===== config.mk =====
export PLATFORM = sky130hd
export DESIGN_NAME = sample_interval_monitor
export DESIGN_NICKNAME = d
export VERILOG_FILES = /design/src/hw/rtl/sim_pkg.sv /design/src/hw/rtl/sim_div.sv /design/src/hw/rtl/sample_interval_monitor.sv
export SDC_FILE = /design/constraint.sdc
export NUM_CORES = 2
export LEC_CHECK = 0
export BUFFER_PORTS_ARGS = -buffer_cell sky130_fd_sc_hd__buf_2
export CAP_MARGIN = 20
export CORE_MARGIN = 4
export CORE_UTILIZATION = 55
export DETAILED_ROUTE_END_ITERATION = 6
export GPL_TIMING_DRIVEN = 0
export PLACE_DENSITY_LB_ADDON = 0.08
export SYNTH_ARGS = -nofsm -noshare
export SYNTH_HDL_FRONTEND = slang
export SYNTH_SLANG_ARGS = --single-unit

===== constraint.sdc =====
create_clock -name clk -period 29.6 [get_ports clk]
set_input_delay 1.48 -clock clk [delete_from_list [all_inputs] [get_ports clk]]
set_output_delay 1.48 -clock clk [all_outputs]
set_load 0.005 [all_outputs]

===== src/hw/rtl/sim_pkg.sv =====
package sim_pkg;

  // Configuration register indexes, taken from paddr[3:2].
  typedef enum logic [1:0] {
    REG_PERIOD    = 2'd0,
    REG_TOLERANCE = 2'd1,
    REG_STALE_THR = 2'd2,
    REG_NONE      = 2'd3
  } sim_reg_t;

  // Sequencer states of the top level.
  typedef enum logic [1:0] {
    ST_IDLE,
    ST_CALC,
    ST_DIV,
    ST_DONE
  } sim_state_t;

  localparam int unsigned DATA_W = 32;
  localparam int unsigned SUM_W  = 64;
  localparam int unsigned ADDR_W = 4;

  localparam logic [DATA_W-1:0] ALL_ONES_32 = '1;
  localparam logic [SUM_W-1:0]  ALL_ONES_64 = '1;

  // Status returned by the iterative divider.
  typedef struct packed {
    logic busy;
    logic done;
  } sim_div_stat_t;

endpackage


===== src/hw/rtl/sim_div.sv =====
module sim_div
  import sim_pkg::*;
(
  input  logic                clk,
  input  logic                rst_n,
  input  logic                start,
  input  logic [SUM_W-1:0]    dividend,
  input  logic [DATA_W-1:0]   divisor,
  output sim_div_stat_t       stat,
  output logic [DATA_W-1:0]   quotient_sat
);

  localparam int unsigned CNT_W = $clog2(SUM_W);

  logic [DATA_W-1:0] rem_r;
  logic [SUM_W-1:0]  quo_r;
  logic [DATA_W-1:0] dvs_r;
  logic [CNT_W-1:0]  cnt_r;
  logic              busy_r;
  logic              done_r;

  logic [DATA_W:0]   rem_sh;
  logic [DATA_W:0]   rem_sub;
  logic              take;

  // One restoring step: bring down the next dividend bit and try to subtract.
  always_comb begin
    rem_sh  = {rem_r, quo_r[SUM_W-1]};
    rem_sub = rem_sh - {1'b0, dvs_r};
    take    = (rem_sh >= {1'b0, dvs_r});
  end

  // Control of the iteration.
  always_ff @(posedge clk) begin
    if (!rst_n) begin
      busy_r <= 1'b0;
      done_r <= 1'b0;
      cnt_r  <= '0;
    end else begin
      done_r <= 1'b0;
      if (start) begin
        busy_r <= 1'b1;
        cnt_r  <= CNT_W'(SUM_W - 1);
      end else if (busy_r) begin
        cnt_r <= cnt_r - 1'b1;
        if (cnt_r == '0) begin
          busy_r <= 1'b0;
          done_r <= 1'b1;
        end
      end
    end
  end

  // Remainder and the shared dividend/quotient shift register.
  always_ff @(posedge clk) begin
    if (start) begin
      rem_r <= '0;
      quo_r <= dividend;
      dvs_r <= divisor;
    end else if (busy_r) begin
      rem_r <= take ? rem_sub[DATA_W-1:0] : rem_sh[DATA_W-1:0];
      quo_r <= {quo_r[SUM_W-2:0], take};
    end
  end

  // A quotient above 32 bits saturates.
  assign quotient_sat = (quo_r[SUM_W-1:DATA_W] != '0) ? ALL_ONES_32 : quo_r[DATA_W-1:0];
  assign stat         = '{busy: busy_r, done: done_r};

endmodule


===== src/hw/rtl/sample_interval_monitor.sv =====
// Channel   Direction  Handshake            Payload
// in_       input      in_valid / in_stall  sample_time, current_time, three flags
// out_      output     out_valid/out_stall  nine interval and age metrics
// APB       config     psel/penable/pready  period, tolerance, stale threshold
//
// Each item passes these steps from acceptance to its result being registered: update
// the statistics, run the bit-serial mean divider, take the quotient and load the
// output register. The first sample skips the divider.
// The next item is accepted in the cycle after the result is loaded at the earliest.
// Reset (rst_n low, synchronous) clears all statistics and configuration to zero.
// A stalled result holds the output register; the next item is still accepted meanwhile.
module sample_interval_monitor
  import sim_pkg::*;
(
  input  logic                      clk,
  input  logic                      rst_n,
  // Input channel.
  input  logic                      in_valid,
  output logic                      in_stall,
  input  logic [DATA_W-1:0]         in_sample_time,
  input  logic [DATA_W-1:0]         in_current_time,
  input  logic                      in_sample_valid,
  input  logic                      in_status_ok,
  input  logic                      in_driver_fault,
  // Result channel.
  output logic                      out_valid,
  input  logic                      out_stall,
  output logic [DATA_W-1:0]         out_last_interval,
  output logic [DATA_W-1:0]         out_min_interval,
  output logic [DATA_W-1:0]         out_max_interval,
  output logic [DATA_W-1:0]         out_mean_interval,
  output logic [DATA_W-1:0]         out_interval_total,
  output logic signed [DATA_W-1:0]  out_sched_delay,
  output logic [DATA_W-1:0]         out_missed_count,
  output logic [DATA_W-1:0]         out_valid_age,
  output logic                      out_stale,
  // Configuration port.
  input  logic                      psel,
  input  logic                      penable,
  input  logic                      pwrite,
  input  logic [ADDR_W-1:0]         paddr,
  input  logic [DATA_W-1:0]         pwdata,
  output logic [DATA_W-1:0]         prdata,
  output logic                      pready
);

  sim_state_t state_r, state_nxt;

  // Configuration registers.
  logic [DATA_W-1:0] period_r, tol_r, thr_r;
  sim_reg_t          reg_idx;
  logic              cfg_wr;

  // Captured input item.
  logic [DATA_W-1:0] smp_time_r, cur_time_r;
  logic              ok_r;

  // Statistics.
  logic              have_prev_r, have_valid_r, stale_r;
  logic [DATA_W-1:0] prev_time_r, cnt_r, min_r, max_r, latest_r, mean_r;
  logic [DATA_W-1:0] delay_r, missed_r, valid_time_r, age_r;
  logic [SUM_W-1:0]  sum_r;

  logic [DATA_W-1:0] cnt_nxt, min_nxt, max_nxt, missed_nxt, valid_time_nxt, age_nxt;
  logic [SUM_W-1:0]  sum_nxt;
  logic              have_valid_nxt, stale_nxt;
  logic [DATA_W-1:0] iv, miss_lim;
  logic [SUM_W:0]    sum_add;

  // Output register.
  logic              out_valid_r;
  logic [DATA_W-1:0] o_last_r, o_min_r, o_max_r, o_mean_r, o_total_r, o_delay_r;
  logic [DATA_W-1:0] o_missed_r, o_age_r;
  logic              o_stale_r;

  // Sequencer outputs.
  logic              in_acc, div_start, load_out;

  sim_div_stat_t     div_stat;
  logic [DATA_W-1:0] div_q;

  // APB register file; writes are expected only while the block is idle.
  assign reg_idx = sim_reg_t'(paddr[ADDR_W-1:2]);
  assign cfg_wr  = psel && penable && pwrite;
  assign pready  = 1'b1;

  always_ff @(posedge clk) begin
    if (!rst_n) begin
      period_r <= '0;
      tol_r    <= '0;
      thr_r    <= '0;
    end else if (cfg_wr) begin
      unique case (reg_idx)
        REG_PERIOD:    period_r <= pwdata;
        REG_TOLERANCE: tol_r    <= pwdata;
        REG_STALE_THR: thr_r    <= pwdata;
        default:       ;
      endcase
    end
  end

  always_comb begin
    unique case (reg_idx)
      REG_PERIOD:    prdata = period_r;
      REG_TOLERANCE: prdata = tol_r;
      REG_STALE_THR: prdata = thr_r;
      default:       prdata = '0;
    endcase
  end

  // Next state of the sequencer.
  always_comb begin
    state_nxt = state_r;
    unique case (state_r)
      ST_IDLE: if (in_valid) state_nxt = ST_CALC;
      ST_CALC: state_nxt = have_prev_r ? ST_DIV : ST_DONE;
      ST_DIV:  if (div_stat.done) state_nxt = ST_DONE;
      ST_DONE: if (!(out_valid_r && out_stall)) state_nxt = ST_IDLE;
      default: state_nxt = ST_IDLE;
    endcase
  end

  // Sequencer outputs.
  always_comb begin
    in_stall  = (state_r != ST_IDLE);
    in_acc    = (state_r == ST_IDLE) && in_valid;
    div_start = (state_r == ST_CALC) && have_prev_r;
    load_out  = (state_r == ST_DONE) && !(out_valid_r && out_stall);
  end

  always_ff @(posedge clk) begin
    if (!rst_n) state_r <= ST_IDLE;
    else        state_r <= state_nxt;
  end

  // Capture the accepted item.
  always_ff @(posedge clk) begin
    if (in_acc) begin
      smp_time_r <= in_sample_time;
      cur_time_r <= in_current_time;
      ok_r       <= in_sample_valid && in_status_ok && !in_driver_fault;
    end
  end

  // Interval statistics for the captured sample.
  always_comb begin
    iv       = smp_time_r - prev_time_r;
    miss_lim = period_r + tol_r;
    sum_add  = {1'b0, sum_r} + {{(SUM_W-DATA_W+1){1'b0}}, iv};
    sum_nxt  = sum_add[SUM_W] ? ALL_ONES_64 : sum_add[SUM_W-1:0];
    cnt_nxt  = (cnt_r == ALL_ONES_32) ? cnt_r : cnt_r + 1'b1;
    if (cnt_r == '0) begin
      min_nxt = iv;
      max_nxt = iv;
    end else begin
      min_nxt = (iv < min_r) ? iv : min_r;
      max_nxt = (iv > max_r) ? iv : max_r;
    end
    missed_nxt = ((iv > miss_lim) && (missed_r != ALL_ONES_32)) ? missed_r + 1'b1 : missed_r;
  end

  // Last valid sample, its age and the stale flag.
  always_comb begin
    valid_time_nxt = ok_r ? smp_time_r : valid_time_r;
    have_valid_nxt = ok_r || have_valid_r;
    age_nxt        = have_valid_nxt ? cur_time_r - valid_time_nxt : age_r;
    stale_nxt      = have_valid_nxt ? (age_nxt > thr_r) : stale_r;
  end

  always_ff @(posedge clk) begin
    if (!rst_n) begin
      have_prev_r  <= 1'b0;
      prev_time_r  <= '0;
      cnt_r        <= '0;
      sum_r        <= '0;
      min_r        <= '0;
      max_r        <= '0;
      latest_r     <= '0;
      mean_r       <= '0;
      delay_r      <= '0;
      missed_r     <= '0;
      have_valid_r <= 1'b0;
      valid_time_r <= '0;
      age_r        <= '0;
      stale_r      <= 1'b0;
    end else begin
      if (state_r == ST_CALC) begin
        if (have_prev_r) begin
          latest_r <= iv;
          min_r    <= min_nxt;
          max_r    <= max_nxt;
          cnt_r    <= cnt_nxt;
          sum_r    <= sum_nxt;
          delay_r  <= iv - period_r;
          missed_r <= missed_nxt;
        end
        prev_time_r  <= smp_time_r;
        have_prev_r  <= 1'b1;
        valid_time_r <= valid_time_nxt;
        have_valid_r <= have_valid_nxt;
        age_r        <= age_nxt;
        stale_r      <= stale_nxt;
      end
      if (div_stat.done) mean_r <= div_q;
    end
  end

  // Mean divider, one quotient bit per cycle.
  sim_div u_div (
    .clk          (clk),
    .rst_n        (rst_n),
    .start        (div_start),
    .dividend     (sum_nxt),
    .divisor      (cnt_nxt),
    .stat         (div_stat),
    .quotient_sat (div_q)
  );

  // Output register.
  always_ff @(posedge clk) begin
    if (!rst_n) begin
      out_valid_r <= 1'b0;
    end else if (load_out) begin
      out_valid_r <= 1'b1;
    end else if (out_valid_r && !out_stall) begin
      out_valid_r <= 1'b0;
    end
  end

  always_ff @(posedge clk) begin
    if (load_out) begin
      o_last_r   <= latest_r;
      o_min_r    <= min_r;
      o_max_r    <= max_r;
      o_mean_r   <= mean_r;
      o_total_r  <= cnt_r;
      o_delay_r  <= delay_r;
      o_missed_r <= missed_r;
      o_age_r    <= age_r;
      o_stale_r  <= stale_r;
    end
  end

  assign out_valid          = out_valid_r;
  assign out_last_interval  = o_last_r;
  assign out_min_interval   = o_min_r;
  assign out_max_interval   = o_max_r;
  assign out_mean_interval  = o_mean_r;
  assign out_interval_total = o_total_r;
  assign out_sched_delay    = o_delay_r;
  assign out_missed_count   = o_missed_r;
  assign out_valid_age      = o_age_r;
  assign out_stale          = o_stale_r;

endmodule


==> metrics.cfg <==
[logic_synthesis]
seq_area_frac_synth=0.480
yosysMostFrequentCell=nand2_1
synth_ff_type=dfxtp_1
syn_area_per_cell_um2=9.55
synthMuxAreaShare=0.0426
synth_top_family_by_area=compound AO/OA/AOI/OAI gates
syn-num-nets=5463
syn_inst=5031
synthTopCellsByArea=edfxtp_1 (26%), dfxtp_1 (22%), ha_1 (8.2%)
synthXorXnorAreaFrac=0.0432
synth.largest_area_cell=edfxtp_1
synth-simple-area-share=0.148
synth_compound_area_frac=0.157
yosysWarnings=0
synthAdderAreaFrac=0.0861
yosys.area.top_type_share=0.261
synth_edf_count=418
netlist_area_um2=48100
yosysUniqueCellTypes=101
ys_async_sr_fraction=0
synth_seq_cells=944
synth_common_cells=nand2_1 (578), dfxtp_1 (526), a21oi_1 (503), nor2_1 (431), edfxtp_1 (418)

[setup_path]
cp_num_buf_inv=5
crit_slowest_cell=nor2_1
critical_path_required_ps=29990
path_class=flop to flop
slowest_delay_ps=610
crit_top_cell=a21oi_1
cp_top_family=compound AO/OA/AOI/OAI gates
reg2reg_depth=25
arrival_ps=7730
cp_max_fo=10
crit_path_start_kind=flop
path_depth=25
cp-end-kind=flop

[sta]
fin_worst_skew_ps=26.3
drv_slew=0
fin_crit_sh=0.248
tightest_slew_ps=1140
period_minus_slack_ps=7340
slew_headroom=0.243
whs_ps=424
rsz0062_at_grt=no
fmaxAchievable_mhz=136
hold_viol=0
finalSetupViolCount=0

[run_status]
status=finished, final reports clean

[hold_path]
hold_class=flop to flop
min_path_cells=0

[power_and_ir_drop]
power_leakage_nw=21.9
power_switching_w=0.00227
p_int_w=0.00340
p_per_area_nw_per_um2=102
ir_drop_uv=72.1
pwr-share-clk=0.241
seq_power_share=0.297
total_power_w=0.00567
sw_frac_of_total=0.401
p_comb_frac=0.462

[die]
rows=108
die-area_um2=92200
initial_utilization=0.554
ios=402
core_area_um2=86800
die_w_um=304
die-height_um=304

[grt]
grt-ovfl-total=0
antenna_found_initial=4
grt_pass1_wl_mm=229
grt.total_usage=0.329
grt_pass1_vias=37159
grt_max_degree=66

[clock_tree]
clock_sinks=944
tritoncts=done
numCtsBuffers=100
ctsHoldBuffers=0
path_clk_slew_ps=70
postCtsSetupBuffers=0
htree_levels=3
cts-root-buf=clkbuf_16
clock_latency_ps=690
cts_buffer_depth=3
cts-resized-gates=0

[job]
maxCapViolCount=0

[route]
routedWlPerCell_um=22.8
viasPerCell=5.81
firstDrtPassIters=6
drt-total-wl_mm=156
ant_nets=0
drt_iter0_markers=3640
route.detailed.drc=0
vias=39574

[final_layout]
top_regs=sum_r (64), u_div.quo_r (64)
area_growth_pct=16.2
drive_gt1_frac=0.123
fin_nets=5999

[placed_design]
hpwl_mm=119
place_congestion=0.971
io_buffers=397

## stage by stage
step	instances	area [um2]	setup TNS (ps)	worst slack (ps)	util
floorplan	5031	48100	0	8360	-
global placement	6583	51500	-171470	-708	0.594
detailed placement	6619	52200	0	22510	0.602
CTS	6808	55800	0	22480	0.644
global route	6811	55800	0	21890	0.644
finish	6811	55800	0	22260	0.644
## final timing paths
path / slack (ps) / endpoint / from
setup / recovery: 22260 / u_div.quo_r[34] / smp_time_r[0]
hold / removal: 420 / out_sched_delay[17] / delay_r[17]
setup reg to reg: 22260 / u_div.quo_r[34] / smp_time_r[0]
hold reg to reg: 420 / out_sched_delay[17] / delay_r[17]
## cells in the final DEF (no fill, tap or decap), types with 100 or more instances in the layout
cell type / n
nand2_1: 578
inv_1: 297
edfxtp_1: 418
dfxtp_1: 526
clkbuf_1: 191
a21oi_1: 502
nand3_1: 123
nor2_1: 430
ha_1: 316
a21o_1: 100
clkbuf_16: 104
o21ai_0: 263
xnor2_1: 118
buf_2: 407
mux2i_1: 200
## layer usage
layer / wire length (um) / GRT usage / share of wire
met1: 64900 / 0.436 / 0.42
met2: 71500 / 0.529 / 0.46
met3: 11900 / 0.0640 / 0.077
met4: 7140 / 0.140 / 0.046
met5: 0 / 0 / 0
## power groups by stage
stage	combinational [W]	clock (W)	sequential, W
final	0.00262	0.00137	0.00168
after floorplan	0.00173	0	0.00170
after CTS	0.00258	0.00138	0.00168
after global routing	0.00286	0.00144	0.00170
after global placement	0.00241	0	0.00176
after detailed placement	0.00256	0	0.00171
## logic make-up (layout without fill, tap and decap cells)
group	count (synthesis)	after routing
AO/OA/AOI/OAI	1233	1233
adder cells (fa/ha/maj)	328	328
flip-flops	944	944
AND/OR/NAND/NOR	1559	1559
XOR/XNOR	234	234
multiplexers	204	204
buffers and inverters	528	1151
other	1	3
## area by class of cell
type | count | area, um2
Fill cell | 7329 | 30900
Sequential cell | 944 | 23100
Multi-Input combinational cell | 3559 | 23100
Clock buffer | 123 | 2710
Timing Repair Buffer | 434 | 2580
Tap cell | 1155 | 1450
Inverter | 299 | 1120
Buffer | 229 | 945
Clock inverter | 66 | 880
Antenna cell | 2 | 5.00
Note: power is estimated with default switching activity, not from simulation.
